`src/assert_macros.svh`:
```
// assertion helpers shared by the rtl files
// every check is clocked on aclk and disabled while aresetn is low
`ifndef ASSERT_MACROS_SVH
`define ASSERT_MACROS_SVH

// expression must hold at every clock edge
`define ASSERT_ALWAYS(label, expr, msg) \
    label: assert property (@(posedge aclk) disable iff (!aresetn) (expr)) else $error(msg);

// consequent must hold in the same cycle as the antecedent
`define ASSERT_IMPL(label, ante, cons, msg) \
    label: assert property (@(posedge aclk) disable iff (!aresetn) (ante) |-> (cons)) \
        else $error(msg);

// consequent must hold in the cycle after the antecedent
`define ASSERT_NEXT(label, ante, cons, msg) \
    label: assert property (@(posedge aclk) disable iff (!aresetn) (ante) |=> (cons)) \
        else $error(msg);

`endif

```
`src/gkg_mul.sv`:
```
// ----------------------------------------------------------------------------
// gkg_mul
// shared registered multiplier, 33 x 32 bits
// ----------------------------------------------------------------------------
module gkg_mul (
    input  logic        aclk,
    input  logic [32:0] a,
    input  logic [31:0] b,
    output logic [64:0] p
);

    logic [64:0] p_reg;

    always_ff @(posedge aclk) begin
        p_reg <= 65'(a) * 65'(b);
    end

    assign p = p_reg;

endmodule

```
`config.mk`:
```
export PLATFORM = sky130hd
export DESIGN_NAME = gkg_mul
export DESIGN_NICKNAME = d
export VERILOG_FILES = /design/src/assert_macros.svh /design/src/gkg_mul.sv
export SDC_FILE = /design/constraint.sdc
export NUM_CORES = 2
export LEC_CHECK = 0
export BUFFER_PORTS_ARGS = -buffer_cell sky130_fd_sc_hd__buf_2
export CORE_MARGIN = 1
export CORE_UTILIZATION = 40
export CTS_CLUSTER_DIAMETER = 30
export CTS_CLUSTER_SIZE = 8
export DETAILED_ROUTE_END_ITERATION = 12
export SLEW_MARGIN = 20
export SYNTH_ARGS = -nofsm -noshare
export SYNTH_HDL_FRONTEND = slang
export SYNTH_SLANG_ARGS = --single-unit
```
`constraint.sdc`:
```
create_clock -name aclk -period 11.25 [get_ports aclk]
set_input_delay 1.6875 -clock aclk [delete_from_list [all_inputs] [get_ports aclk]]
set_output_delay 1.6875 -clock aclk [all_outputs]
set_load 0.02 [all_outputs]
```
==> results.yml <==
status:
  status: "finished, final reports clean"
layout:
  largest_register_ffs: 65
  num-nets-final: 5131
  layout-drive-gt1-share_pct: 4.77
  most-common-layout-cells: "inv_1, fa_1, nand2_1"
  final_util_pct: 42.7
  area_growth_pct: 5.12
  final_common_cell: "inv_1"
clock_tree:
  cts_root_buf: "clkbuf_16"
  cts_max_level: 3
  cts_setup_buffers: 0
  clkTransAtPathRegs_ns: 0.07
  cts_tree: "built"
  cts_resized: 0
  clk_path_buf_depth: 2
  postCtsHoldBufs: 0
  numCtsBuffers: 9
  cts.sinks: 65
worst_setup_path:
  critPathMaxFanout: 33
  worstSetupPathType: "in2reg"
  arrival_ns: 9.41
  start_kind: "input pin"
  required_ns: 11.51
  critPathCaptureType: "flop"
sta:
  finalSetupViolations: 0
  slew_headroom_pct: 31.2
  hold_violations: 0
  worst_slew_pin_slew_ns: 1.03
  fin_tns_setup_ns: 0
  drv_slew: 0
  rsz0062_at_grt: "no"
  fmaxAchievable_mhz: 109
  fin_crit_sh_pct: 81.3
  fin_crit_ns: 9.14
min_path:
  hold_path_class: "in2reg"
  hold_depth: 2
global_route:
  grt_first_pass_wirelength_mm: 160
  grt-ovfl-total: 0
  grt_pass1_vias: 27900
  grt_max_degree: 34
  antenna_found_initial: 5
  gr-usage-all-layers_pct: 23.3
routing:
  routed_wl_mm: 101
  avgRoutedWirePerCell_um: 20.0
  drc_errors: 0
  avgViaCountPerCell: 5.13
  first_pass_iters: 5
  vias: 25800
  drtIter0Drc: 1483
  ant_nets: 0
synth:
  synth_area_per_cell_um2: 9.05
  ys_types: 67
  yosysWarnings: 0
  synth_nets: 5185
  synthAdderAreaFrac_pct: 61.4
  ys_ff_latch: 65
  ys_seq_area_share_pct: 3.66
  synth_xor_area_share_pct: 1.38
  synthArstFlopShare_pct: 0
  synth_simple_gate_area_share_pct: 17.2
  synth_ff_type: "dfxtp_1"
  synth.area.mux_share_pct: 0.0317
  synth_edf_count: 0
  synth_cells: 3929
  syn_area_mm2: 0.0356
  synth_compound_area_share_pct: 4.17
  synth_top_family_by_area: "adder cells"
die:
  die_area_mm2: 0.0901
  rows: 108
  pin_count: 131
  die_y_um: 300
  core_area_mm2: 0.0874
  initial_core_util_pct: 40.7
  die_width_um: 300
run:
  cap_violations: 0
place:
  routabilityCongestion: 0.873
  io_buffers: 130
  place_hpwl_mm: 80.5
worst paths after layout:
path	start	to	slack [ns]
setup / recovery	b[17]	p[54]$_DFF_P_	2.11
hold / removal	b[0]	p[0]$_DFF_P_	2.05
stage by stage:
stage / hold WS, ns / std cells / cell area, µm² / setup slack (ns)
floorplan: 1.81 / 3929 / 35600 / 2.92
detailed placement: 2.10 / 5019 / 37000 / 1.81
global route: 2.04 / 5035 / 37400 / 1.75
global placement: 2.10 / 5019 / 37000 / 1.79
finish: 2.05 / 5036 / 37400 / 2.11
CTS: 1.99 / 5035 / 37400 / 2.16
per-layer routing:
| metal | vias to the layer above | share of wire (%) | track usage [%] |
|---|---|---|---|
| met1 | 13700 | 40 | 29.5 |
| met5 | - | 0.0079 | 0 |
| met3 | 175 | 4.4 | 2.41 |
| li1 | 11200 | - | - |
| met4 | 2 | 4.0 | 8.24 |
| met2 | 727 | 52 | 41.4 |
cell type report:
class / instances / area, µm²
diodes: 1 / 2.50
clock buffers: 10 / 239
clock inverters: 6 / 138
fillers: 8674 / 50100
inverters: 930 / 3490
multi-input cells: 2717 / 29900
flip-flops and latches: 65 / 1300
well taps: 1155 / 1450
repair buffers: 152 / 816
cell usage after synthesis (all sizes together) (6+ instances only):
cell type | count | area share (%)
a21oi | 81 | 1.2
o31ai | 6 | 0.17
and3 | 9 | 0.16
and2 | 492 | 8.7
nor2b | 6 | 0.11
nor2 | 37 | 0.39
o21ai | 38 | 0.56
clkbuf | 213 | 2.2
inv | 930 | 9.8
nor3 | 12 | 0.17
ha | 264 | 9.3
nand4 | 13 | 0.23
a31oi | 8 | 0.14
fa | 926 | 52
nand2 | 632 | 6.7
nand3 | 20 | 0.28
a21o | 27 | 0.57
dfxtp | 65 | 3.7
xnor2 | 33 | 0.81
a211oi | 8 | 0.18
xor2 | 23 | 0.57
o21bai | 18 | 0.38
kinds of logic (layout without fill, tap and decap cells):
family                   after synthesis  in the layout
AO/OA/AOI/OAI                        224            224
XOR/XNOR                              56             56
adder cells (fa/ha/maj)             1190           1190
buffers and inverters               1147           1098
flip-flops                            65             65
multiplexers                           1              1
other                                  0              1
AND/OR/NAND/NOR                     1246           1246
worst max-delay path, stage by stage:
cell and delay [ns]:
buf_2 0.74, nand2_1 0.19, fa_1 0.59, inv_1 0.06
fa_1 0.55, fa_1 0.45, fa_1 0.54, fa_1 0.62
fa_1 0.47, fa_1 0.49, inv_1 0.05, fa_1 0.47
inv_1 0.06, ha_1 0.42, nand2_1 0.12, nor2_1 0.29
nand2_1 0.13, or3_1 0.38, a31oi_1 0.37, o311a_1 0.33
nor4bb_1 0.09, a311oi_1 0.26
Power is left out: the tool's default activity adds up to more than one toggle a clock period on the data nets, which glitch-free logic cannot reach.
