**src/assert_macros.svh**
```systemverilog
// assertion helpers shared by the rtl files
// every check is clocked on aclk and disabled while aresetn is low
`ifndef ASSERT_MACROS_SVH
`define ASSERT_MACROS_SVH

// expression must hold at every clock edge
`define ASSERT_ALWAYS(label, expr, msg) \
    label: assert property (@(posedge aclk) disable iff (!aresetn) (expr)) else $error(msg);

// consequent must hold in the same cycle as the antecedent
`define ASSERT_IMPL(label, ante, cons, msg) \
    label: assert property (@(posedge aclk) disable iff (!aresetn) (ante) |-> (cons)) \
        else $error(msg);

// consequent must hold in the cycle after the antecedent
`define ASSERT_NEXT(label, ante, cons, msg) \
    label: assert property (@(posedge aclk) disable iff (!aresetn) (ante) |=> (cons)) \
        else $error(msg);

`endif

```
**src/gkg_pkg.sv**
```systemverilog
// ----------------------------------------------------------------------------
// gkg_pkg
// types, constants and the fixed sigma 1.0 table of the kernel generator
// ----------------------------------------------------------------------------
package gkg_pkg;

    localparam int DIV_W = 48;

    localparam logic [31:0] E1_Q32    = 32'd1580030168;
    localparam logic [15:0] SIGMA_ONE = 16'd256;
    localparam logic [32:0] ONE_Q32   = 33'h1_0000_0000;
    localparam logic [3:0]  TAYLOR_LAST = 4'd13;

    typedef struct packed {
        logic [7:0]  tap_count;
        logic [15:0] sigma;
    } in_item_t;

    typedef struct packed {
        logic [15:0] coefficient;
        logic [5:0]  tap_index;
        logic        last;
        logic        ok;
    } out_item_t;

    typedef struct packed {
        logic busy;
        logic done;
    } div_stat_t;

    typedef enum logic [4:0] {
        ST_IDLE,
        ST_SQ,
        ST_SQW,
        ST_DSQ,
        ST_XDIV,
        ST_XWAIT,
        ST_TMUL,
        ST_TDIV,
        ST_TWAIT,
        ST_TFIN,
        ST_KMUL,
        ST_KW,
        ST_STORE,
        ST_RD,
        ST_NDIV,
        ST_NWAIT,
        ST_TAB,
        ST_OUT
    } state_t;

    // fixed coefficients for sigma 1.0, selected by tap count and position
    function automatic logic [15:0] tab_coef(input logic [2:0] n, input logic [2:0] k);
        logic [15:0] c;
        c = 16'd0;
        case (n)
            3'd3: begin
                case (k)
                    3'd1:    c = 16'd14628;
                    default: c = 16'd8992;
                endcase
            end
            3'd5: begin
                case (k)
                    3'd0, 3'd4: c = 16'd1786;
                    3'd1, 3'd3: c = 16'd7995;
                    default:    c = 16'd13206;
                endcase
            end
            default: begin
                case (k)
                    3'd0, 3'd6: c = 16'd131;
                    3'd1, 3'd5: c = 16'd1773;
                    3'd2, 3'd4: c = 16'd7930;
                    default:    c = 16'd13107;
                endcase
            end
        endcase
        return c;
    endfunction

endpackage

```
**src/gkg_div.sv**
```systemverilog
// ----------------------------------------------------------------------------
// gkg_div
// shared restoring divider, one quotient bit per cycle
// ----------------------------------------------------------------------------
`include "assert_macros.svh"

module gkg_div #(
    parameter int DVS_W = 38
) (
    input  logic                       aclk,
    input  logic                       aresetn,
    input  logic                       start,
    input  logic [gkg_pkg::DIV_W-1:0]  dividend,
    input  logic [DVS_W-1:0]           divisor,
    output logic [gkg_pkg::DIV_W-1:0]  quotient,
    output gkg_pkg::div_stat_t         stat
);

    import gkg_pkg::*;

    localparam int CNT_W = $clog2(DIV_W);

    logic             busy_reg, busy_next;
    logic             done_reg, done_next;
    logic [CNT_W-1:0] cnt_reg, cnt_next;
    logic [DVS_W:0]   rem_reg, rem_next;
    logic [DIV_W-1:0] quo_reg, quo_next;
    logic [DVS_W-1:0] dvs_reg, dvs_next;
    logic [DVS_W:0]   rem_sh;

    always_comb begin
        busy_next = busy_reg;
        done_next = 1'b0;
        cnt_next  = cnt_reg;
        rem_next  = rem_reg;
        quo_next  = quo_reg;
        dvs_next  = dvs_reg;
        rem_sh    = {rem_reg[DVS_W-1:0], quo_reg[DIV_W-1]};
        if (start) begin
            busy_next = 1'b1;
            cnt_next  = '0;
            rem_next  = '0;
            quo_next  = dividend;
            dvs_next  = divisor;
        end else if (busy_reg) begin
            // shift in the next dividend bit, subtract when it fits
            if (rem_sh >= {1'b0, dvs_reg}) begin
                rem_next = rem_sh - {1'b0, dvs_reg};
                quo_next = {quo_reg[DIV_W-2:0], 1'b1};
            end else begin
                rem_next = rem_sh;
                quo_next = {quo_reg[DIV_W-2:0], 1'b0};
            end
            cnt_next = cnt_reg + 1'b1;
            if (cnt_reg == CNT_W'(DIV_W - 1)) begin
                busy_next = 1'b0;
                done_next = 1'b1;
            end
        end
    end

    always_ff @(posedge aclk) begin
        if (!aresetn) begin
            busy_reg <= 1'b0;
            done_reg <= 1'b0;
            cnt_reg  <= '0;
        end else begin
            busy_reg <= busy_next;
            done_reg <= done_next;
            cnt_reg  <= cnt_next;
        end
        rem_reg <= rem_next;
        quo_reg <= quo_next;
        dvs_reg <= dvs_next;
    end

    assign quotient  = quo_reg;
    assign stat.busy = busy_reg;
    assign stat.done = done_reg;

    `ASSERT_ALWAYS(a_div_no_restart, !(start && busy_reg), "divider started while busy")
    `ASSERT_IMPL(a_div_done_idle, done_reg, !busy_reg, "divider done while still busy")
    `ASSERT_NEXT(a_div_start_busy, start, busy_reg && !done_reg, "divider did not start")

endmodule

```
**config.mk**
```make
export PLATFORM = sky130hd
export DESIGN_NAME = gkg_div
export DESIGN_NICKNAME = d
export VERILOG_FILES = /design/src/gkg_pkg.sv /design/src/gkg_div.sv
export VERILOG_INCLUDE_DIRS = /design/src /design/src/src
export SDC_FILE = /design/constraint.sdc
export NUM_CORES = 1
export LEC_CHECK = 0
export CAP_MARGIN = 30
export CORE_MARGIN = 2
export CORE_UTILIZATION = 35
export DETAILED_ROUTE_END_ITERATION = 10
export DONT_BUFFER_PORTS = 1
export PLACE_DENSITY = 0.47
export SYNTH_ARGS = -nofsm -noshare
export SYNTH_HDL_FRONTEND = slang
export SYNTH_SLANG_ARGS = --single-unit
```
**constraint.sdc**
```tcl
create_clock -name aclk -period 7.1 [get_ports aclk]
set_clock_uncertainty 0.2 [all_clocks]
set_input_delay 1.42 -clock aclk [delete_from_list [all_inputs] [get_ports aclk]]
set_output_delay 1.42 -clock aclk [all_outputs]
set_load 0.05 [all_outputs]
```
==> flow_summary.yaml <==
placed_design:
  gp_congestion: 0.8826
  placed_cells: 982
  place_hpwl_mm: 12.49
  port_buffers: 0
clock_network:
  cts_hold_buf: 0
  htree_levels: 4
  clock_path_buffers: 2
  cts_resized: 0
  worstSkewPairLatency_ns: 0.43
  clk_pin_slew_worst_paths_ns: 0.06
  cts-root-buf: "clkbuf_16"
  cts_tree: "yes"
  post_cts_buffers: 0
  cts.sinks: 132
  cts_buffers: 17
pwr:
  peakVddDrop_mv: 0.1571
  p_clk_share_pct: 38.3
  seqPwrFrac_pct: 43.8
  cellInternalPower_w: 0.001629
  power_leakage_nw: 3.296
  switching_share_pct: 31.94
  power_frac_comb_pct: 17.9
  p_switching_w: 0.0007645
  power.density_nw_per_um2: 289.1
routing:
  drt-vias-per-instance: 5.366
  drtIter0Drc: 352
  wl_per_cell_um: 17.73
  vias: 5436
  drtPass1Iterations: 4
  ant_nets: 0
  drt-total-wl_mm: 17.96
  drc: 0
logic_synthesis:
  synth_cell_types: 61
  yosysWarningCount: 0
  ys.flop_type: "edfxtp_1"
  ys_seq_elements: 132
  syn_inst: 740
  netlist_area_um2: 7445
  ys_async_sr_fraction_pct: 0
  syn_avg_cell_area_um2: 10.06
  syn-num-nets: 869
  synth_edf_count: 86
  ys_seq_area_share_pct: 47.06
sta:
  rsz0062_at_grt: "no"
  fmax_ghz: 0.2668
  layout_min_cycle_time_ns: 3.748
  max_slew_margin_pct: 39.66
  drv_slew: 0
  tightest_slew_ns: 0.9051
  hold_violations: 0
  setup_viol: 0
  fin_crit_sh_pct: 52.79
  tns_ns: 0
global_routing:
  grt_pass1_wl_mm: 29.57
  antenna_found_initial: 0
  grt.overflow.total: 0
  grt_usage_pct: 16.80
  grt_pass1_vias: 5695
  grt_max_degree: 121
setup_path:
  cp_max_fo: 23
  r2r.worst_path.cells: 12
  reg2reg_from: "quotient[47]"
  startpoint_type: "flop"
  crit_required_ns: 7.23
  critical_path_class: "reg2reg"
  cp_data_arrival_time_ns: 3.87
  r2r_slack_ns: 3.35
  r2r-end: "rem_reg[29]"
  end_kind: "flop"
hold_path:
  min_to: "cnt_reg[5]"
  hold_path_class: "reg2reg"
  whs_path_depth: 2
  worstHoldStart: "cnt_reg[5]"
layout:
  areaGrowthSynthToFinish_pct: 11.21
  largest_reg_flops: 48
  diodes: 0
  regArea_um2: 3505
  final_nets: 855
  drive_gt1_share_pct: 12.87
  multi_input_area_um2: 3568
  stdcell_count: 1013
  fillers: 2108
floorplanning:
  io-pin-count: 139
  core_um2: 20960
  num_rows: 53
  die_w_um: 149.8
  fp.dieH_um: 149.8
  start_util_pct: 35.53
  die_area_um2: 22450
run_status:
  status: "finished clean"
job:
  max-cap-violations: 0
-- area by class of cell --
| type | count | share of cell area [%] |
|---|---|---|
| clock buffers | 17 | 5.138 |
| flip-flops and latches | 132 | 42.33 |
| inverters | 53 | 2.403 |
| well taps | 275 | 4.156 |
| multi-input cells | 518 | 43.10 |
| repair buffers | 4 | 0.7556 |
| clock inverters | 14 | 2.116 |
-- placed cells by master, fill, tap and decap left out, types with 17 or more instances in the layout --
cell type	instances
a21o_1	20
a21oi_1	39
a311oi_1	30
clkbuf_16	17
dfxtp_1	45
edfxtp_1	86
ha_1	39
inv_1	52
mux2_2	48
nand2_1	82
nand3_1	19
nor2_1	65
xnor2_1	17
-- worst max-delay path by stage --
stage	from	cells past startpoint	end	slack (ns)
floorplan	start	4	quotient[0]	3.45
global placement	quotient[47]	13	rem_reg[34]	3.47
detailed placement	quotient[47]	12	rem_reg[29]	3.40
CTS	quotient[47]	12	rem_reg[29]	3.35
global route	quotient[47]	12	rem_reg[16]	3.06
finish	quotient[47]	12	rem_reg[29]	3.35
-- metal layers --
layer / wire length (um) / GRT usage, % / part of all wire [%] / vias to the layer above
li1: - / - / - / 2685
met1: 7928 / 20.77 / 44 / 2559
met2: 8297 / 27.01 / 46 / 169
met3: 1406 / 6.128 / 7.8 / 23
met4: 329 / 5.943 / 1.8 / 0
met5: 0 / 0 / 0 / -
-- cell usage after synthesis, drive strengths merged, types with 2 or more instances --
| master | count | share of area [%] |
|---|---|---|
| o41ai | 2 | 0.24 |
| nand2 | 83 | 4.2 |
| a21o | 20 | 2.0 |
| xor2 | 15 | 1.8 |
| mux2i | 2 | 0.27 |
| nor2b | 3 | 0.25 |
| inv | 53 | 2.7 |
| o31ai | 4 | 0.40 |
| nand2b | 6 | 0.50 |
| or2 | 2 | 0.17 |
| and3 | 12 | 1.0 |
| nor4 | 2 | 0.17 |
| mux2 | 48 | 7.3 |
| o21a | 2 | 0.20 |
| nor3 | 17 | 1.2 |
| dfxtp | 46 | 12 |
| a32oi | 4 | 0.47 |
| o21bai | 7 | 0.71 |
| a2111oi | 2 | 0.24 |
| clkbuf | 20 | 1.0 |
| a21oi | 39 | 2.6 |
| a311oi | 31 | 3.7 |
| a31oi | 6 | 0.59 |
| ha | 39 | 6.6 |
| edfxtp | 86 | 35 |
| a211oi | 6 | 0.67 |
| a31o | 2 | 0.24 |
| a211o | 2 | 0.24 |
| nor2 | 66 | 3.4 |
| nand3 | 19 | 1.3 |
| or4 | 2 | 0.20 |
| a21boi | 4 | 0.40 |
| a221oi | 2 | 0.40 |
| or3 | 7 | 0.59 |
| nand4 | 9 | 0.76 |
| buf | 17 | 1.4 |
| o21ai | 25 | 1.7 |
| xnor2 | 17 | 2.0 |
-- cell families (layout without fill, tap and decap cells) --
logic type                 Yosys count  after routing  share of synthesized area [%]
muxes                               50             50                          7.529
xor gates and xnor gates            32             32                          3.765
and+or+nand+nor                    232            232                          14.15
buffers and inverters               90             88                          5.109
AOI/OAI and AO/OA                  164            164                          15.56
DFF                                132            132                          47.06
adders and majority gates           40             40                          6.824
-- metrics by stage --
step                worst slack, ns  power [W]  instance area, um^2  util, %  hold slack (ns)
finish                        3.352   0.002394                 8279    39.51           0.2979
CTS                           3.354   0.002425                 8279    39.51           0.2950
floorplan                     3.451   0.001397                 7445        -           0.2584
detailed placement            3.399   0.001491                 7679    36.64           0.2869
global placement              3.470   0.001484                 7631    36.42           0.2680
global route                  3.057   0.002511                 8279    39.51           0.3161
-- power groups by stage --
stage          combinational, W  sequential [W]  clock, W
2_1_floorplan          0.000350         0.00105         0
3_3_place_gp           0.000420         0.00106         0
3_5_place_dp           0.000428         0.00106         0
4_1_cts                0.000430         0.00105  0.000946
5_1_grt                0.000482         0.00106  0.000972
6_report               0.000428         0.00105  0.000918
-- worst max-delay path: stages (launching register included) --
cell and delay, ns:
edfxtp_1 0.69, inv_1 0.10, ha_1 0.23, nand2b_1 0.16, a21oi_1 0.17, o21ai_1 0.12
nand2_1 0.16, a21oi_1 0.17, a211oi_1 0.43, or2_1 0.44, buf_4 0.37, nand3_1 0.11
a311oi_1 0.29
Power figures use the tool's default switching activity.
